## config.mk

```make
export PLATFORM = sky130hd
export DESIGN_NAME = fuzzy_membership_evaluator
export DESIGN_NICKNAME = d
export VERILOG_FILES = /design/src/design/fme_pkg.sv /design/src/design/fuzzy_membership_evaluator.sv /design/src/design/fme_front.sv /design/src/design/fme_div.sv
export SDC_FILE = /design/constraint.sdc
export NUM_CORES = 2
export LEC_CHECK = 0
export ABC_AREA = 1
export BUFFER_PORTS_ARGS = -buffer_cell sky130_fd_sc_hd__buf_2
export CAP_MARGIN = 5
export CORE_MARGIN = 2
export CORE_UTILIZATION = 59
export CTS_CLUSTER_SIZE = 40
export DETAILED_ROUTE_END_ITERATION = 6
export PLACE_DENSITY = 0.85
export SETUP_SLACK_MARGIN = 0.2
export SKIP_CTS_REPAIR_TIMING = 1
export SYNTH_ARGS = -nofsm -noshare
export SYNTH_HDL_FRONTEND = slang
export SYNTH_SLANG_ARGS = --single-unit
```

## constraint.sdc

```tcl
create_clock -name i_clk -period 12 [get_ports i_clk]
set_clock_uncertainty 0.15 [all_clocks]
set_input_delay 1.8 -clock i_clk [delete_from_list [all_inputs] [get_ports i_clk]]
set_output_delay 1.8 -clock i_clk [all_outputs]
set_load 0.02 [all_outputs]
```

## src/design/fme_pkg.sv

```systemverilog
// ----------------------------------------------------------------------------
// fme_pkg
// Shared types and constants for the fuzzy membership evaluator.
// ----------------------------------------------------------------------------
package fme_pkg;

    localparam int FME_EXP_ENTRIES = 256;
    localparam int DIV_BITS        = 15;
    localparam int DEN_W           = 27;

    localparam logic [15:0] ONE_Q15 = 16'h8000;

    localparam logic [1:0] SHAPE_TRI   = 2'd0;
    localparam logic [1:0] SHAPE_TRAP  = 2'd1;
    localparam logic [1:0] SHAPE_SAT   = 2'd2;
    localparam logic [1:0] SHAPE_GAUSS = 2'd3;

    localparam logic [2:0] REG_KIND = 3'd0;
    localparam logic [2:0] REG_A    = 3'd1;
    localparam logic [2:0] REG_B    = 3'd2;
    localparam logic [2:0] REG_C    = 3'd3;
    localparam logic [2:0] REG_D    = 3'd4;

    localparam logic [1:0] CLS_ZERO = 2'd0;
    localparam logic [1:0] CLS_ONE  = 2'd1;
    localparam logic [1:0] CLS_DIV  = 2'd2;

    typedef struct packed {
        logic [1:0]         kind;
        logic signed [15:0] a;
        logic signed [15:0] b;
        logic signed [15:0] c;
        logic signed [15:0] d;
    } t_cfg;

    typedef struct packed {
        logic       valid;
        logic [1:0] cls;
        logic       gauss;
        logic       err;
    } t_ctl;

endpackage

```

## src/design/fuzzy_membership_evaluator.sv

```systemverilog
// ----------------------------------------------------------------------------
// fuzzy_membership_evaluator
// Fuzzifier: membership degree of a Q8.8 sample in one fuzzy set, Q1.15 result.
// o_valid follows a taken request through the front, divider, table and output registers.
// Throughput: one request per cycle; busy stays low, results cannot be held off.
// Depth is set by the 15-stage divider plus front, table and output stages.
// Reset (synchronous, active low) clears the set-up registers and all valid bits.
// EXP_ENTRIES must be a power of two.
// ----------------------------------------------------------------------------
module fuzzy_membership_evaluator #(
    parameter int EXP_ENTRIES = fme_pkg::FME_EXP_ENTRIES
) (
    input  logic        i_clk,
    input  logic        i_rst_n,
    input  logic        start,
    output logic        busy,
    input  logic [15:0] i_sample,
    output logic        o_valid,
    output logic [15:0] o_degree,
    output logic        o_param_error,
    input  logic        i_cfg_valid,
    output logic        o_cfg_ready,
    input  logic [2:0]  i_cfg_index,
    input  logic [15:0] i_cfg_data
);
    import fme_pkg::*;

    localparam int IDX_W = $clog2(EXP_ENTRIES);

    typedef logic [15:0] t_rom [EXP_ENTRIES];

    function automatic t_rom build_rom();
        logic [63:0] step;
        logic [63:0] term;
        logic [63:0] sum;
        logic [63:0] pw;
        t_rom        rom;
        step = (64'd8 << 30) / 64'(EXP_ENTRIES);
        term = 64'd1 << 30;
        sum  = term;
        pw   = term;
        for (int k = 1; k <= 16; k++) begin
            term = ((term * step) >> 30) / 64'(k);
            if (k % 2 == 1) sum = sum - term;
            else            sum = sum + term;
        end
        for (int i = 0; i < EXP_ENTRIES; i++) begin
            rom[i] = 16'((pw + (64'd1 << 14)) >> 15);
            pw     = (pw * sum + (64'd1 << 29)) >> 30;
        end
        return rom;
    endfunction

    localparam t_rom EXP_ROM = build_rom();

    t_cfg                r_cfg;
    t_ctl                w_fr_ctl, w_dv_ctl, r_rom_ctl;
    logic [DEN_W-1:0]    w_num, w_den;
    logic [DIV_BITS-1:0] w_q, r_rom_q;
    logic [15:0]         r_rom_data;
    logic [IDX_W-1:0]    w_idx;
    logic                r_valid;
    logic [15:0]         r_degree, n_degree;
    logic                r_err;

    assign busy        = 1'b0;
    assign o_cfg_ready = 1'b1;

    always_ff @(posedge i_clk) begin
        if (!i_rst_n) begin
            r_cfg <= '0;
        end else if (i_cfg_valid) begin
            unique case (i_cfg_index)
                REG_KIND: r_cfg.kind <= i_cfg_data[1:0];
                REG_A:    r_cfg.a    <= i_cfg_data;
                REG_B:    r_cfg.b    <= i_cfg_data;
                REG_C:    r_cfg.c    <= i_cfg_data;
                REG_D:    r_cfg.d    <= i_cfg_data;
                default:  r_cfg      <= r_cfg;
            endcase
        end
    end

    fme_front u_front (
        .i_clk    (i_clk),
        .i_rst_n  (i_rst_n),
        .i_cfg    (r_cfg),
        .i_valid  (start && !busy),
        .i_sample (i_sample),
        .o_ctl    (w_fr_ctl),
        .o_num    (w_num),
        .o_den    (w_den)
    );

    fme_div u_div (
        .i_clk   (i_clk),
        .i_rst_n (i_rst_n),
        .i_ctl   (w_fr_ctl),
        .i_num   (w_num),
        .i_den   (w_den),
        .o_ctl   (w_dv_ctl),
        .o_q     (w_q)
    );

    assign w_idx = w_q[DIV_BITS-1 -: IDX_W];

    always_ff @(posedge i_clk) begin
        if (!i_rst_n) begin
            r_rom_ctl <= '0;
            r_valid   <= 1'b0;
        end else begin
            r_rom_ctl <= w_dv_ctl;
            r_valid   <= r_rom_ctl.valid;
        end
    end

    always_comb begin
        case (r_rom_ctl.cls)
            CLS_ONE: n_degree = ONE_Q15;
            CLS_DIV: n_degree = r_rom_ctl.gauss ? r_rom_data : {1'b0, r_rom_q};
            default: n_degree = '0;
        endcase
    end

    always_ff @(posedge i_clk) begin
        r_rom_q    <= w_q;
        r_rom_data <= EXP_ROM[w_idx];
        r_degree   <= n_degree;
        r_err      <= r_rom_ctl.err;
    end

    assign o_valid       = r_valid;
    assign o_degree      = r_degree;
    assign o_param_error = r_err;

    a_bound: assert property (@(posedge i_clk) disable iff (!i_rst_n)
        o_valid |-> o_degree <= ONE_Q15)
        else $error("degree above one");
    a_err_zero: assert property (@(posedge i_clk) disable iff (!i_rst_n)
        (o_valid && o_param_error) |-> o_degree == 16'd0)
        else $error("error with nonzero degree");
    a_latency: assert property (@(posedge i_clk) disable iff (!i_rst_n)
        (start && !busy) |-> ##21 o_valid)
        else $error("request lost");
    a_no_extra: assert property (@(posedge i_clk) disable iff (!i_rst_n)
        $rose(o_valid) |-> $past(start, 21))
        else $error("result without request");

endmodule

```

## src/design/fme_front.sv

```systemverilog
// ----------------------------------------------------------------------------
// fme_front
// Sample register, flank selection, squared distance and divider operand set-up.
// ----------------------------------------------------------------------------
module fme_front (
    input  logic                    i_clk,
    input  logic                    i_rst_n,
    input  fme_pkg::t_cfg           i_cfg,
    input  logic                    i_valid,
    input  logic [15:0]             i_sample,
    output fme_pkg::t_ctl           o_ctl,
    output logic [fme_pkg::DEN_W-1:0] o_num,
    output logic [fme_pkg::DEN_W-1:0] o_den
);
    import fme_pkg::*;

    logic              r0_valid;
    logic [15:0]       r0_x;

    t_ctl              r1_ctl, n1_ctl;
    logic [15:0]       r1_num, n1_num;
    logic [15:0]       r1_den, n1_den;
    logic [15:0]       r1_mag, n1_mag;

    t_ctl              r2_ctl;
    logic [15:0]       r2_num;
    logic [15:0]       r2_den;
    logic [31:0]       r2_prod;

    t_ctl              r3_ctl, n3_ctl;
    logic [DEN_W-1:0]  r3_num, n3_num;
    logic [DEN_W-1:0]  r3_den, n3_den;

    logic signed [17:0] xs, as, bs, cs, ds, rn, rd, diff;
    logic [1:0]         pc;
    logic [31:0]        wlim;

    assign xs = {{2{r0_x[15]}}, r0_x};
    assign as = {{2{i_cfg.a[15]}}, i_cfg.a};
    assign bs = {{2{i_cfg.b[15]}}, i_cfg.b};
    assign cs = {{2{i_cfg.c[15]}}, i_cfg.c};
    assign ds = {{2{i_cfg.d[15]}}, i_cfg.d};

    always_comb begin
        rn = '0;
        rd = '0;
        pc = CLS_ZERO;
        unique case (i_cfg.kind)
            SHAPE_TRI: begin
                if (xs <= as || xs >= cs) begin
                    pc = CLS_ZERO;
                end else if (xs <= bs) begin
                    rn = xs - as; rd = bs - as; pc = CLS_DIV;
                end else begin
                    rn = cs - xs; rd = cs - bs; pc = CLS_DIV;
                end
            end
            SHAPE_TRAP: begin
                if (xs <= as || xs >= ds) begin
                    pc = CLS_ZERO;
                end else if (xs <= bs) begin
                    rn = xs - as; rd = bs - as; pc = CLS_DIV;
                end else if (xs <= cs) begin
                    pc = CLS_ONE;
                end else begin
                    rn = ds - xs; rd = ds - cs; pc = CLS_DIV;
                end
            end
            SHAPE_SAT: begin
                if (as < bs) begin
                    if (xs <= as) begin
                        pc = CLS_ONE;
                    end else if (xs >= bs) begin
                        pc = CLS_ZERO;
                    end else begin
                        rn = bs - xs; rd = bs - as; pc = CLS_DIV;
                    end
                end else begin
                    if (xs >= as) begin
                        pc = CLS_ONE;
                    end else if (xs <= bs) begin
                        pc = CLS_ZERO;
                    end else begin
                        rn = xs - bs; rd = as - bs; pc = CLS_DIV;
                    end
                end
            end
            default: begin
                pc = CLS_ZERO;
            end
        endcase

        n1_ctl.cls = pc;
        if (pc == CLS_DIV) begin
            if (rd <= 18'sd0 || rn <= 18'sd0) begin
                n1_ctl.cls = CLS_ZERO;
            end else if (rn >= rd) begin
                n1_ctl.cls = CLS_ONE;
            end
        end
        n1_ctl.valid = r0_valid;
        n1_ctl.gauss = (i_cfg.kind == SHAPE_GAUSS);
        n1_ctl.err   = (i_cfg.kind == SHAPE_GAUSS) && (i_cfg.b <= 16'sd0);
        n1_num = rn[15:0];
        n1_den = rd[15:0];
        diff   = xs - as;
        n1_mag = diff[17] ? 16'(-diff) : diff[15:0];
    end

    assign wlim = {5'd0, i_cfg.b[14:0], 12'd0};

    always_comb begin
        n3_ctl = r2_ctl;
        n3_num = {11'd0, r2_num};
        n3_den = {11'd0, r2_den};
        if (r2_ctl.gauss) begin
            n3_num = r2_prod[DEN_W-1:0];
            n3_den = wlim[DEN_W-1:0];
            if (r2_ctl.err || r2_prod >= wlim) begin
                n3_ctl.cls = CLS_ZERO;
            end else begin
                n3_ctl.cls = CLS_DIV;
            end
        end
    end

    always_ff @(posedge i_clk) begin
        if (!i_rst_n) begin
            r0_valid <= 1'b0;
            r1_ctl   <= '0;
            r2_ctl   <= '0;
            r3_ctl   <= '0;
        end else begin
            r0_valid <= i_valid;
            r1_ctl   <= n1_ctl;
            r2_ctl   <= r1_ctl;
            r3_ctl   <= n3_ctl;
        end
    end

    always_ff @(posedge i_clk) begin
        r0_x    <= i_sample;
        r1_num  <= n1_num;
        r1_den  <= n1_den;
        r1_mag  <= n1_mag;
        r2_num  <= r1_num;
        r2_den  <= r1_den;
        r2_prod <= 32'(r1_mag) * 32'(r1_mag);
        r3_num  <= n3_num;
        r3_den  <= n3_den;
    end

    assign o_ctl = r3_ctl;
    assign o_num = r3_num;
    assign o_den = r3_den;

endmodule

```

## src/design/fme_div.sv

```systemverilog
// ----------------------------------------------------------------------------
// fme_div
// Pipelined restoring divider, one quotient bit per stage, fraction num/den.
// ----------------------------------------------------------------------------
module fme_div (
    input  logic                        i_clk,
    input  logic                        i_rst_n,
    input  fme_pkg::t_ctl               i_ctl,
    input  logic [fme_pkg::DEN_W-1:0]   i_num,
    input  logic [fme_pkg::DEN_W-1:0]   i_den,
    output fme_pkg::t_ctl               o_ctl,
    output logic [fme_pkg::DIV_BITS-1:0] o_q
);
    import fme_pkg::*;

    t_ctl                r_ctl [DIV_BITS];
    logic [DEN_W-1:0]    r_rem [DIV_BITS];
    logic [DEN_W-1:0]    r_den [DIV_BITS];
    logic [DIV_BITS-1:0] r_q   [DIV_BITS];

    t_ctl                p_ctl [DIV_BITS];
    logic [DEN_W-1:0]    p_rem [DIV_BITS];
    logic [DEN_W-1:0]    p_den [DIV_BITS];
    logic [DIV_BITS-1:0] p_q   [DIV_BITS];

    logic [DEN_W-1:0]    n_rem [DIV_BITS];
    logic [DIV_BITS-1:0] n_q   [DIV_BITS];

    genvar s;
    generate
        for (s = 0; s < DIV_BITS; s++) begin : g_stage
            logic [DEN_W:0] t;
            logic           ge;
            if (s == 0) begin : g_first
                assign p_ctl[s] = i_ctl;
                assign p_rem[s] = i_num;
                assign p_den[s] = i_den;
                assign p_q[s]   = '0;
            end else begin : g_next
                assign p_ctl[s] = r_ctl[s-1];
                assign p_rem[s] = r_rem[s-1];
                assign p_den[s] = r_den[s-1];
                assign p_q[s]   = r_q[s-1];
            end
            assign t        = {p_rem[s], 1'b0};
            assign ge       = t >= {1'b0, p_den[s]};
            assign n_rem[s] = ge ? DEN_W'(t - {1'b0, p_den[s]}) : t[DEN_W-1:0];
            assign n_q[s]   = {p_q[s][DIV_BITS-2:0], ge};
        end
    endgenerate

    always_ff @(posedge i_clk) begin
        for (int i = 0; i < DIV_BITS; i++) begin
            if (!i_rst_n) begin
                r_ctl[i] <= '0;
            end else begin
                r_ctl[i] <= p_ctl[i];
            end
            r_rem[i] <= n_rem[i];
            r_den[i] <= p_den[i];
            r_q[i]   <= n_q[i];
        end
    end

    assign o_ctl = r_ctl[DIV_BITS-1];
    assign o_q   = r_q[DIV_BITS-1];

endmodule
```

==> out/qor.yml <==
outcome:
  status: "finished, violations left"
  violations: "design-rule violations"
detailed_routing:
  drtIter0Drc: 6036
  drtAntennaViolNets: 0
  viasPerCell: 5.790
  drc: 19
  drt_pass1_iterations: 7
  wl_per_cell_um: 21.85
  drt-total-wl_um: 247400
  vias: 65580
sta:
  rsz0062_at_grt: "false"
  max_freq_ghz: 0.1532
  hold_viol: 0
  tightestPinTransition_ns: 1.090
  period_minus_slack_ns: 6.525
  finalSetupViolCount: 0
  slew_viol_final: 0
  relSlewSlack_pct: 26.84
  finalCritPeriodShare_pct: 54.38
  fin_setup_tns_ns: 0
hold_path:
  holdPathEnd: "u_front.r2_den[0]"
  holdCritPathClass: "register to register"
  hold_depth: 0
  hp-start: "u_front.r1_den[0]"
placed_design:
  dp_hpwl_um: 197200
  portBuffers: 56
  place.gp.congestion: 1.048
cts:
  htreeDepth: 4
  cts.sink_count: 1268
  cts_buffer_depth: 3
  path_clk_slew_ns: 0.06
  cts_root_buf: "clkbuf_16"
  tritoncts: "yes"
  cts_inserted_buffers: 131
  clk_latency_ns: 0.78
cells_and_area:
  final_common_cell: "nand2_1"
  seqCellArea_um2: 25390
  fill_cells: 10710
  nNetsFinal: 10510
  layout_common_cells: "nand2_1, inv_1, dfxtp_1, ha_1, a21oi_1"
  syn_to_final_growth_pct: 8.453
  multiInputGateArea_um2: 41370
  drive_above_1_share_pct: 4.542
worst_setup_path:
  ff2ff_setup_slack_ns: 5.47
  worstRegToRegCells: 24
  worst-path-stages: 24
  r2r_start: "u_front.r1_mag[6]"
  worstPathMaxFanout: 16
  required_ns: 12.50
  crit_slowest_cell: "dfxtp_1"
  timing.rr.end: "u_front.r2_prod[26]"
  start_kind: "register"
  crit_top_cell: "inv_1"
  worst_path_largest_cell_delay_ns: 0.86
  crit_chain: "nand2_1 -> fa_1 -> inv_1 -> fa_1 -> inv_1 -> fa_1 -> inv_1 -> fa_1 -> inv_1 -> fa_1 -> inv_1 -> fa_1 -> ha_1 -> a21oi_1 -> inv_1 -> a21oi_1 -> inv_1 -> a21oi_1 -> inv_1 -> a21oi_1 -> inv_1 -> a21oi_1 -> o21ai_0 -> xor2_1"
  critPathTopFamily: "adder cells"
  crit_type: "register to register"
  path_buf_inv: 9
  critPathLaunch: "u_front.r1_mag[6]"
  endpoint_kind: "register"
  worstPathArrival_ns: 7.03
synth:
  synth_nets: 10510
  synth-async-reset-ratio_pct: 0
  avgSynthCellArea_um2: 7.665
  synth-seq-area-share_pct: 34.53
  synth_cell_types: 76
  synth_compound_area_share_pct: 14.67
  synth-simple-area-share_pct: 19.04
  synthAdderAreaFrac_pct: 16.96
  synthMuxAreaShare_pct: 0.01532
  synth_edf_count: 0
  syn_inst: 9590
  ys_warn_count: 0
  synth_top_family_by_area: "simple AND/OR/NAND/NOR gates"
  synth_area_um2: 73510
  ys.flop_type: "dfxtp_1"
  synth.ff_latch_count: 1268
  synth_xor_area_share_pct: 5.588
global_route:
  grt_pass1_vias: 64200
  antenna_found_initial: 10
  grt_overflow: 0
  track_usage_pct: 38.18
  grt_first_pass_wirelength_um: 371900
  grt_start_max_net_pins: 83
die:
  pin_count: 59
  rows: 129
  fp.dieW_um: 357.0
  start_util_pct: 59.46
  die_y_um: 357.0
  placeableCoreArea_um2: 123600
  die_area_um2: 127400
run:
  cap_violations: 0
## area by class of cell
class | count | share of cell area [%]
Antenna cell | 2 | 0.006278
Clock buffer | 167 | 4.561
Clock inverter | 70 | 1.273
Inverter | 1511 | 7.121
Multi-Input combinational cell | 6580 | 51.89
Sequential cell | 1268 | 31.84
Tap cell | 1637 | 2.569
Timing Repair Buffer | 91 | 0.7345
## per-stage QoR
| stage | hold WS, ns | setup slack, ns | instance area (um^2) | util, % | std cells |
|---|---|---|---|---|---|
| global placement | 0.1595 | 5.478 | 75010 | 60.67 | 11090 |
| finish | 0.1330 | 5.475 | 79720 | 64.48 | 11330 |
| detailed placement | 0.1621 | 5.471 | 75010 | 60.67 | 11090 |
| CTS | 0.1275 | 5.454 | 79660 | 64.43 | 11320 |
| global route | 0.1345 | 5.152 | 79720 | 64.48 | 11320 |
| floorplan | 0.1596 | 5.961 | 73510 | - | 9590 |
## Yosys cell counts, types with 28 or more instances
library cell / number / share of area, %
o21ai_1: 38 / 0.26
xnor2_1: 226 / 2.7
buf_2: 58 / 0.39
o211ai_1: 67 / 0.68
a31oi_1: 41 / 0.35
nor3_1: 118 / 0.80
nand2_1: 1998 / 10
clkbuf_1: 134 / 0.68
o221ai_1: 35 / 0.42
nand3_2: 28 / 0.38
o21bai_1: 80 / 0.82
nor2_1: 614 / 3.1
inv_1: 1488 / 7.6
dfxtp_1: 1268 / 35
a21o_1: 37 / 0.38
nand4_1: 119 / 1.0
o31ai_1: 30 / 0.31
o21ai_0: 684 / 4.7
nand3_1: 330 / 2.2
fa_1: 187 / 5.1
o21a_1: 58 / 0.59
a21oi_1: 691 / 4.7
xor2_1: 243 / 2.9
ha_1: 697 / 12
## registers in the layout (all words and copies together), names as in the netlist, 27 cells and up
register	count
r_cfg	66
u_div.r_ctl	75
u_div.r_den	378
u_div.r_q	120
u_div.r_rem	378
u_front.o_den	27
u_front.o_num	27
u_front.r2_prod	31
## layer usage
metal	vias to the layer above	global-route usage [%]	wire length (um)	share of wire (%)
li1	31150	-	-	-
met1	30810	45.18	96420	39
met2	2804	64.06	114400	46
met3	794	5.816	17220	7.0
met4	18	25.90	19230	7.8
met5	-	0	119	0.048
## cells by family after synthesis
group                      after synthesis
buffers and inverters                 1742
and+or+nand+nor                       3335
adders and majority gates              884
DFF                                   1268
xor gates and xnor gates               469
muxes                                    1
other                                    2
AOI/OAI and AO/OA                     1889
## how the worst max path moves through the flow
stage	to
after CTS	u_front.r2_prod[26]
after floorplan	u_front.r2_prod[26]
after detailed placement	u_front.r2_prod[26]
final	u_front.r2_prod[26]
after global placement	u_front.r2_prod[26]
after global routing	u_front.r2_prod[26]
Power is not shown: default switching activity piles up to over one toggle a cycle in this logic, so the estimate is an artifact.
